### src/rtl/gnc_pkg.sv
`timescale 1ns / 1ps
`default_nettype none
package gnc_pkg;

    localparam int unsigned VAL_W   = 24;
    localparam int unsigned MAXN_W  = 27;
    localparam int unsigned SUM_W   = 54;
    localparam int unsigned ROOT_W  = 27;
    localparam int unsigned DVD_W   = 47;
    localparam int unsigned COEF_W  = 21;
    localparam int unsigned PROD_W  = 45;
    localparam int unsigned FRAC_W  = 20;
    localparam logic [COEF_W-1:0] ONE_Q20  = 21'd1048576;
    localparam logic [MAXN_W-1:0] MAXN_RST = 27'd1048576;

    // one classified item as it travels through the queue
    typedef struct packed {
        logic [VAL_W-1:0] grad;
        logic             last;
        logic             keep;
    } t_item;

    typedef enum logic [2:0] {
        ST_IDLE,
        ST_SQRT,
        ST_DIV,
        ST_RD,
        ST_MUL,
        ST_OUT
    } t_state;

endpackage
`default_nettype wire

### src/rtl/gradient_norm_clipper_top.sv
`timescale 1ns / 1ps
// sequence: after the back end pops the last item of a set it runs the root (27 steps)
// and the divide (47 steps), then for each stored item a read, a multiply and an output,
// so a new result comes only after the read and multiply states that follow the one before
// throughput: while the back end is idle, non-last items drain at one per cycle through a
// two-entry queue; busy rises while it is full, the per-set root and divide set the pace
// reset: synchronous active-low; clears the sum, counts and queue, norm cap to 1.0
// the receiver cannot stall: each result shows for one cycle with o_strobe
`default_nettype none
module gradient_norm_clipper_top
    import gnc_pkg::*;
#(
    parameter int unsigned MAX_ELEMENTS = 64
) (
    input  wire logic              i_clk,
    input  wire logic              i_rst_n,
    input  wire logic              start,
    output logic                   busy,
    input  wire logic [VAL_W-1:0]  i_grad_value,
    input  wire logic              i_last_in,
    input  wire logic              i_cfg_we,
    input  wire logic [MAXN_W-1:0] i_cfg_wdata,
    output logic                   o_strobe,
    output logic [VAL_W-1:0]       o_clipped_value,
    output logic                   o_was_clipped,
    output logic                   o_last_out
);

    // store address and element count widths
    localparam int unsigned AW = (MAX_ELEMENTS > 1) ? $clog2(MAX_ELEMENTS) : 1;
    localparam int unsigned CW = $clog2(MAX_ELEMENTS + 1);

    logic [MAXN_W-1:0] r_norm_cap;
    logic              w_avail;
    logic              w_pop;
    t_item             w_item;

    // norm cap register; the host must write it only while idle, the block does not enforce it
    always_ff @(posedge i_clk) begin
        if (!i_rst_n) begin
            r_norm_cap <= MAXN_RST;
        end else if (i_cfg_we) begin
            r_norm_cap <= i_cfg_wdata;
        end
    end

    // front end: takes items, marks the ones that overflow the store
    gnc_front #(.MAX_ELEMENTS(MAX_ELEMENTS), .CW(CW)) u_front (
        .i_clk        (i_clk),
        .i_rst_n      (i_rst_n),
        .i_start      (start),
        .i_grad_value (i_grad_value),
        .i_last_in    (i_last_in),
        .o_busy       (busy),
        .i_pop        (w_pop),
        .o_avail      (w_avail),
        .o_item       (w_item)
    );

    // back end: stores, sums squares, root, divide, scales each stored item
    gnc_back #(.MAX_ELEMENTS(MAX_ELEMENTS), .AW(AW), .CW(CW)) u_back (
        .i_clk           (i_clk),
        .i_rst_n         (i_rst_n),
        .i_avail         (w_avail),
        .i_item          (w_item),
        .o_pop           (w_pop),
        .i_norm_cap      (r_norm_cap),
        .o_strobe        (o_strobe),
        .o_clipped_value (o_clipped_value),
        .o_was_clipped   (o_was_clipped),
        .o_last_out      (o_last_out)
    );

    // results are spaced by the read and multiply cycles
    a_strobe_gap: assert property (@(posedge i_clk) disable iff (!i_rst_n)
        o_strobe |=> !o_strobe)
        else $error("back-to-back result strobes");

    a_rst_quiet: assert property (@(posedge i_clk)
        !i_rst_n |=> !o_strobe)
        else $error("result strobe right after reset");

    // the queue only pops what it holds
    a_pop_avail: assert property (@(posedge i_clk) disable iff (!i_rst_n)
        w_pop |-> w_avail)
        else $error("pop from empty queue");

endmodule
`default_nettype wire

### src/rtl/gnc_ram.sv
`timescale 1ns / 1ps
`default_nettype none
module gnc_ram #(
    parameter int unsigned WIDTH = 24,
    parameter int unsigned DEPTH = 64,
    parameter int unsigned AW    = 6
) (
    input  wire logic             i_clk,
    input  wire logic             i_we,
    input  wire logic [AW-1:0]    i_waddr,
    input  wire logic [WIDTH-1:0] i_wdata,
    input  wire logic [AW-1:0]    i_raddr,
    output logic      [WIDTH-1:0] o_rdata
);

    logic [WIDTH-1:0] r_mem [DEPTH];

    always_ff @(posedge i_clk) begin
        if (i_we) begin
            r_mem[i_waddr] <= i_wdata;
        end
        o_rdata <= r_mem[i_raddr];
    end

endmodule
`default_nettype wire

### src/rtl/gnc_front.sv
`timescale 1ns / 1ps
`default_nettype none
module gnc_front
    import gnc_pkg::*;
#(
    parameter int unsigned MAX_ELEMENTS = 64,
    parameter int unsigned CW           = 7
) (
    input  wire logic             i_clk,
    input  wire logic             i_rst_n,
    input  wire logic             i_start,
    input  wire logic [VAL_W-1:0] i_grad_value,
    input  wire logic             i_last_in,
    output logic                  o_busy,
    input  wire logic             i_pop,
    output logic                  o_avail,
    output t_item                 o_item
);

    t_item       r_q [2];
    logic        r_wp;
    logic        r_rp;
    logic [1:0]  r_lvl;
    logic [CW-1:0] r_fcnt;
    logic        w_push;
    logic        w_pop;
    logic        w_keep;

    assign o_busy  = (r_lvl == 2'd2);
    assign o_avail = (r_lvl != 2'd0);
    assign o_item  = r_q[r_rp];
    assign w_push  = i_start && !o_busy;
    assign w_pop   = i_pop && o_avail;
    // items past the store's depth are dropped but still end the set
    assign w_keep  = (r_fcnt < CW'(MAX_ELEMENTS));

    always_ff @(posedge i_clk) begin
        if (w_push) begin
            r_q[r_wp] <= '{grad: i_grad_value, last: i_last_in, keep: w_keep};
        end
    end

    always_ff @(posedge i_clk) begin
        if (!i_rst_n) begin
            r_wp   <= 1'b0;
            r_rp   <= 1'b0;
            r_lvl  <= 2'd0;
            r_fcnt <= '0;
        end else begin
            if (w_push) begin
                r_wp <= ~r_wp;
                if (i_last_in) begin
                    r_fcnt <= '0;
                end else if (w_keep) begin
                    r_fcnt <= r_fcnt + CW'(1);
                end
            end
            if (w_pop) begin
                r_rp <= ~r_rp;
            end
            r_lvl <= r_lvl + 2'(w_push) - 2'(w_pop);
        end
    end

endmodule
`default_nettype wire

### src/rtl/gnc_back.sv
`timescale 1ns / 1ps
`default_nettype none
module gnc_back
    import gnc_pkg::*;
#(
    parameter int unsigned MAX_ELEMENTS = 64,
    parameter int unsigned AW           = 6,
    parameter int unsigned CW           = 7
) (
    input  wire logic              i_clk,
    input  wire logic              i_rst_n,
    input  wire logic              i_avail,
    input  t_item                  i_item,
    output logic                   o_pop,
    input  wire logic [MAXN_W-1:0] i_norm_cap,
    output logic                   o_strobe,
    output logic [VAL_W-1:0]       o_clipped_value,
    output logic                   o_was_clipped,
    output logic                   o_last_out
);

    t_state              r_state;
    t_state              n_state;
    logic [SUM_W-1:0]    r_sum;
    logic [CW-1:0]       r_n;
    logic [CW-1:0]       r_k;
    logic [5:0]          r_step;
    logic [SUM_W-1:0]    r_rad;
    logic [ROOT_W+1:0]   r_rem;
    logic [ROOT_W-1:0]   r_root;
    logic [ROOT_W-1:0]   r_div;
    logic [DVD_W-1:0]    r_dvd;
    logic [ROOT_W-1:0]   r_drem;
    logic [DVD_W-1:0]    r_q;
    logic [PROD_W-1:0]   r_prod;
    logic                r_neg;

    logic [VAL_W-1:0]    w_mag;
    logic [2*VAL_W-1:0]  w_sq;
    logic [SUM_W-1:0]    w_sum;
    logic [ROOT_W+3:0]   w_srem;
    logic [ROOT_W+3:0]   w_stest;
    logic [ROOT_W:0]     w_dt;
    logic [COEF_W-1:0]   w_coef;
    logic                w_clip;
    logic                w_ram_we;
    logic [VAL_W-1:0]    w_rdata;
    logic [VAL_W-1:0]    w_rmag;
    logic [PROD_W-1:0]   w_prod;
    logic [PROD_W-1:0]   w_rnd;
    logic [VAL_W-1:0]    w_rmg;
    logic                w_end;

    assign w_mag   = i_item.grad[VAL_W-1] ? (~i_item.grad + VAL_W'(1)) : i_item.grad;
    assign w_sq    = w_mag * w_mag;
    assign w_sum   = r_sum + SUM_W'(w_sq);
    // square root: two radicand bits per step
    assign w_srem  = {r_rem, r_rad[SUM_W-1 -: 2]};
    assign w_stest = (ROOT_W+4)'({r_root, 2'b01});
    // restoring division: one quotient bit per step
    assign w_dt    = {r_drem, r_dvd[DVD_W-1]};
    assign w_clip  = (r_q < DVD_W'(ONE_Q20));
    assign w_coef  = w_clip ? r_q[COEF_W-1:0] : ONE_Q20;
    assign w_rmag  = w_rdata[VAL_W-1] ? (~w_rdata + VAL_W'(1)) : w_rdata;
    assign w_prod  = w_rmag * w_coef;
    assign w_rnd   = r_prod + (PROD_W'(1) << (FRAC_W - 1));
    assign w_rmg   = w_rnd[FRAC_W +: VAL_W];
    assign w_end   = ((r_k + CW'(1)) == r_n);

    gnc_ram #(.WIDTH(VAL_W), .DEPTH(MAX_ELEMENTS), .AW(AW)) u_store (
        .i_clk   (i_clk),
        .i_we    (w_ram_we),
        .i_waddr (r_n[AW-1:0]),
        .i_wdata (i_item.grad),
        .i_raddr (r_k[AW-1:0]),
        .o_rdata (w_rdata)
    );

    always_comb begin
        n_state = r_state;
        unique case (r_state)
            ST_IDLE: if (i_avail && i_item.last) n_state = ST_SQRT;
            ST_SQRT: if (r_step == 6'd0) n_state = ST_DIV;
            ST_DIV:  if (r_step == 6'd0) n_state = ST_RD;
            ST_RD:   n_state = ST_MUL;
            ST_MUL:  n_state = ST_OUT;
            ST_OUT:  n_state = w_end ? ST_IDLE : ST_RD;
            default: n_state = ST_IDLE;
        endcase
    end

    always_comb begin
        o_pop           = (r_state == ST_IDLE) && i_avail;
        w_ram_we        = o_pop && i_item.keep;
        o_strobe        = (r_state == ST_OUT);
        o_clipped_value = r_neg ? (~w_rmg + VAL_W'(1)) : w_rmg;
        o_was_clipped   = w_clip;
        o_last_out      = w_end;
    end

    always_ff @(posedge i_clk) begin
        if (!i_rst_n) begin
            r_state <= ST_IDLE;
            r_sum   <= '0;
            r_n     <= '0;
            r_k     <= '0;
            r_step  <= '0;
        end else begin
            r_state <= n_state;
            unique case (r_state)
                ST_IDLE: begin
                    if (o_pop) begin
                        if (i_item.keep) begin
                            r_n <= r_n + CW'(1);
                        end
                        if (i_item.last) begin
                            r_rad  <= i_item.keep ? w_sum : r_sum;
                            r_sum  <= '0;
                            r_rem  <= '0;
                            r_root <= '0;
                            r_step <= 6'(ROOT_W - 1);
                            r_k    <= '0;
                        end else if (i_item.keep) begin
                            r_sum <= w_sum;
                        end
                    end
                end
                ST_SQRT: begin
                    r_rad <= r_rad << 2;
                    if (w_srem >= w_stest) begin
                        r_rem  <= (ROOT_W+2)'(w_srem - w_stest);
                        r_root <= {r_root[ROOT_W-2:0], 1'b1};
                    end else begin
                        r_rem  <= (ROOT_W+2)'(w_srem);
                        r_root <= {r_root[ROOT_W-2:0], 1'b0};
                    end
                    if (r_step == 6'd0) begin
                        r_step <= 6'(DVD_W - 1);
                        r_drem <= '0;
                        r_dvd  <= {i_norm_cap, FRAC_W'(0)};
                    end else begin
                        r_step <= r_step - 6'd1;
                    end
                end
                ST_DIV: begin
                    r_dvd <= r_dvd << 1;
                    if (w_dt >= (ROOT_W+1)'(r_div)) begin
                        r_drem <= ROOT_W'(w_dt - (ROOT_W+1)'(r_div));
                        r_q    <= {r_q[DVD_W-2:0], 1'b1};
                    end else begin
                        r_drem <= ROOT_W'(w_dt);
                        r_q    <= {r_q[DVD_W-2:0], 1'b0};
                    end
                    if (r_step != 6'd0) begin
                        r_step <= r_step - 6'd1;
                    end
                end
                ST_RD: begin
                end
                ST_MUL: begin
                    r_prod <= w_prod;
                    r_neg  <= w_rdata[VAL_W-1];
                end
                ST_OUT: begin
                    r_k <= r_k + CW'(1);
                    if (w_end) begin
                        r_n <= '0;
                    end
                end
                default: begin
                end
            endcase
        end
    end

    // divisor is norm plus one lsb, loaded as the root finishes
    always_ff @(posedge i_clk) begin
        if (r_state == ST_SQRT && r_step == 6'd0) begin
            r_div <= ((w_srem >= w_stest) ? {r_root[ROOT_W-2:0], 1'b1}
                                          : {r_root[ROOT_W-2:0], 1'b0}) + ROOT_W'(1);
        end
    end

endmodule
`default_nettype wire

### config.mk
export PLATFORM = sky130hd
export DESIGN_NAME = gradient_norm_clipper_top
export DESIGN_NICKNAME = d
export VERILOG_FILES = /design/src/rtl/gnc_pkg.sv /design/src/rtl/gradient_norm_clipper_top.sv /design/src/rtl/gnc_ram.sv /design/src/rtl/gnc_front.sv /design/src/rtl/gnc_back.sv
export SDC_FILE = /design/constraint.sdc
export NUM_CORES = 2
export LEC_CHECK = 0
export BUFFER_PORTS_ARGS = -buffer_cell sky130_fd_sc_hd__clkbuf_2
export CAP_MARGIN = 25
export CORE_ASPECT_RATIO = 0.7
export CORE_UTILIZATION = 40
export DETAILED_ROUTE_END_ITERATION = 10
export PLACE_DENSITY = 0.66
export SLEW_MARGIN = 20
export SYNTH_ARGS = -nofsm -noshare
export SYNTH_HDL_FRONTEND = slang
export SYNTH_SLANG_ARGS = --single-unit
export TNS_END_PERCENT = 30
### constraint.sdc
create_clock -name i_clk -period 9.6 [get_ports i_clk]
set_input_delay 1.44 -clock i_clk [delete_from_list [all_inputs] [get_ports i_clk]]
set_output_delay 1.44 -clock i_clk [all_outputs]
set_load 0.005 [all_outputs]
==> results.sh <==
export IMPL_run_status="finished, final reports clean"
export IMPL_antenna_found_initial=22
export IMPL_fin_util_pct=45.00
export IMPL_setup_violations_final=0
export IMPL_drtIter0Drc=8139
export IMPL_rows=163
export IMPL_start_util_pct=40.29
export IMPL_multiInputGateArea_mm2=0.04999
export IMPL_fin_cells=12470
export IMPL_rr_startpoint="u_back.u_store.o_rdata[1]"
export IMPL_max_slew_margin_pct=24.89
export IMPL_synthFlopType="edfxtp_1"
export IMPL_cts_root_buf="clkbuf_16"
export IMPL_met1_length_um=134800
export IMPL_grt_overflow=0
export IMPL_worstRegToRegCells=31
export IMPL_avgSynthCellArea_um2=13.80
export IMPL_hold_class="register to register"
export IMPL_avgViaCountPerCell=5.451
export IMPL_synth_cells=8242
export IMPL_crit_slowest_cell="fa_1"
export IMPL_worst_pin_slew_ns=1.127
export IMPL_post_dp_cell_area_mm2=0.1207
export IMPL_period_share_pct=96.19
export IMPL_ys_async_sr_fraction_pct=0
export IMPL_synth_seq_cells=1992
export IMPL_clkSinkCount=1992
export IMPL_period_needed_ns=9.234
export IMPL_r2r_end="u_back.r_prod[43]"
export IMPL_top_layer_used="met5"
export IMPL_clock_fmax_ghz=0.1083
export IMPL_worst_hold_path_endpoint="u_back.r_q[45]"
export IMPL_clock_latency_ns=0.89
export IMPL_cp_end_kind="register"
export IMPL_cp_data_required_time_ns=10.11
export IMPL_grt_first_pass_wirelength_um=447300
export IMPL_placedCellCount=12110
export IMPL_cts_made_buffers=185
export IMPL_hold_violations=0
export IMPL_routed_wl_um=300500
export IMPL_post_dp_hpwl_um=207400
export IMPL_min_from="u_back.r_q[44]"
export IMPL_cpMostUsedCell="fa_1"
export IMPL_drive_above_1_share_pct=15.97
export IMPL_r2r_setup_slack_ns=0.37
export IMPL_whs_path_depth=0
export IMPL_synth_edf_count=1852
export IMPL_routabilityCongestion=0.9362
export IMPL_grt_max_degree=81
export IMPL_netlist_area_mm2=0.1137
export IMPL_cts_max_level=4
export IMPL_antenna_left=0
export IMPL_core_area_mm2=0.2823
export IMPL_final_cell_area_mm2=0.1270
export IMPL_clkSlewWorstSetupHoldPaths_ns=0.06
export IMPL_worst_path_max_fanout=5
export IMPL_dp_slack_ns=0.06037
export IMPL_regArea_mm2=0.05844
export IMPL_syn_to_final_growth_pct=11.69
export IMPL_ios=84
export IMPL_ys_types=93
export IMPL_wl_met3_um=35790
export IMPL_first_global_vias=67900
export IMPL_port_buffers=83
export IMPL_worstPathArrival_ns=9.74
export IMPL_cap_violations=0
export IMPL_clock_skew_ns=0.1309
export IMPL_max_stage_delay_ns=0.65
export IMPL_clockBufferDepth=4
export IMPL_fillers=24810
export IMPL_wl_per_cell_um=24.10
export IMPL_drt_pass1_iterations=6
export IMPL_drv_slew=0
export IMPL_fin_nets=9856
export IMPL_globalRouteTotalUtil_pct=20.96
export IMPL_via_count=67950
export IMPL_path_class="register to register"
export IMPL_die_w_um=639.3
export IMPL_critPathLaunchType="register"
export IMPL_drc=0
export IMPL_cts_tree="built"
export IMPL_die_h_um=448.1
export IMPL_die_area_mm2=0.2865
export IMPL_synth_warning_count=0
export IMPL_yosysSeqAreaShare_pct=51.36
export IMPL_fin_ws_ns=0.3655
export IMPL_routed_wl_met2_um=125000
==> per-stage QoR <==
| stage | hold WS (ns) | setup TNS [ns] |
|---|---|---|
| 6_report | 0.4489 | 0 |
| 3_3_place_gp | 0.4323 | 0 |
| 3_5_place_dp | 0.4376 | 0 |
| 5_1_grt | 0.4509 | -0.1221 |
| 2_1_floorplan | 0.4064 | -0.09485 |
| 4_1_cts | 0.4455 | 0 |
==> per-layer routing <==
| metal | up-vias | track usage [%] |
|---|---|---|
| met5 | - | 0 |
| met4 | 6 | 3.721 |
| met3 | 320 | 5.213 |
| met2 | 3422 | 29.63 |
| met1 | 35040 | 32.78 |
| li1 | 29160 | - |
==> area by class of cell <==
type / count / area share, %
sequential: 1992 / 46.00
clock buffer: 231 / 3.813
tap: 3795 / 3.738
multi-input combinational: 4681 / 39.35
antenna: 5 / 0.009850
clock inverter: 99 / 0.7466
timing repair buffer: 416 / 2.641
inverter: 1248 / 3.698
==> cells in the final DEF (no fill, tap or decap), drive strengths merged, types with 32 or more instances in the layout <==
cell	instances
a21o	55
a21oi	228
a22oi	37
a31oi	36
and2	32
buf	333
clkbuf	314
clkinv	76
dfxtp	140
edfxtp	1852
fa	884
ha	392
inv	1247
mux2i	65
mux4	504
nand2	783
nand3	88
nor2	702
nor3	75
o21ai	122
xnor2	185
xor2	93
==> repair_timing <==
action,in CTS,in global routing
pin swaps,0,10
setup endpoints to repair,2,49
setup buffers,0,13
hold buffers,0,0
hold endpoints to repair,0,0
gates resized for setup,2,63
==> kinds of logic after synthesis <==
| group | synth area share (%) |
|---|---|
| flops | 51.36 |
| simple gates | 7.074 |
| buf+inv | 5.284 |
| fa+ha+maj | 19.87 |
| compound gates | 3.567 |
| mux | 10.66 |
| xor+xnor | 2.167 |
| other cells | 0.006603 |
==> synthesized netlist by cell type (8+ instances only) <==
master | n | area, um^2
xnor2_1 | 182 | 1594
dfxtp_1 | 140 | 2803
and3_1 | 31 | 193.9
ha_1 | 392 | 4905
a211oi_1 | 26 | 195.2
xor2_1 | 92 | 805.8
or3_1 | 28 | 175.2
o31ai_1 | 13 | 97.59
nand4_1 | 27 | 168.9
or4_1 | 9 | 67.56
nor3_1 | 75 | 375.4
mux4_2 | 504 | 11350
fa_1 | 884 | 17700
nor2_1 | 697 | 2616
nor2b_1 | 24 | 150.1
mux2_2 | 11 | 123.9
o21ai_1 | 11 | 55.05
o21bai_1 | 16 | 120.1
o21ai_0 | 110 | 550.5
inv_2 | 8 | 30.03
a31oi_1 | 36 | 225.2
mux2i_1 | 64 | 640.6
o211ai_1 | 9 | 67.56
a21oi_1 | 226 | 1131
a21o_1 | 55 | 412.9
and2_1 | 31 | 193.9
o21a_1 | 23 | 172.7
inv_1 | 1234 | 4632
buf_2 | 27 | 135.1
edfxtp_1 | 1852 | 55610
nand2_1 | 783 | 2939
clkbuf_1 | 259 | 972.2
nand2b_1 | 29 | 181.4
a22oi_1 | 37 | 277.8
nand3_1 | 86 | 430.4
nor4_1 | 21 | 131.4
buf_1 | 46 | 172.7
==> critical path: cells and delay by family (launching register included) <==
kind	cells	cell delay, ns
adder cells (fa/ha/maj)	9	3.89
AO/OA/AOI/OAI	9	2.25
AND/OR/NAND/NOR	6	1.56
buffers and inverters	5	0.60
flip-flops	1	0.35
XOR/XNOR	2	0.25
==> registers in the layout, summed over array words and instances, names as in the netlist, 25 cells and up, named ones only <==
signal,flops
r_norm_cap,27
u_back.r_div,27
u_back.r_drem,27
u_back.r_dvd,27
u_back.r_prod,25
u_back.r_q,47
u_back.r_rad,54
u_back.r_rem,29
u_back.r_root,27
u_back.r_sum,54
u_back.u_store.r_mem,1536
u_front.r_q,52
==> how the worst max path moves through the flow <==
stage	slack, ns	start	cells past startpoint	to
after floorplan	-0.09	register	40	u_back.r_rad[53]
after global placement	0.15	register	34	u_back.r_rad[53]
after detailed placement	0.06	u_back.u_store.o_rdata[1]	32	u_back.r_prod[43]
after CTS	0.03	u_back.u_store.o_rdata[0]	33	u_back.r_prod[43]
after global routing	-0.03	register	36	u_back.r_rad[49]
final	0.37	u_back.u_store.o_rdata[1]	31	u_back.r_prod[43]
Power is not shown: default switching activity piles up to over one toggle a cycle in this logic, so the estimate is an artifact.
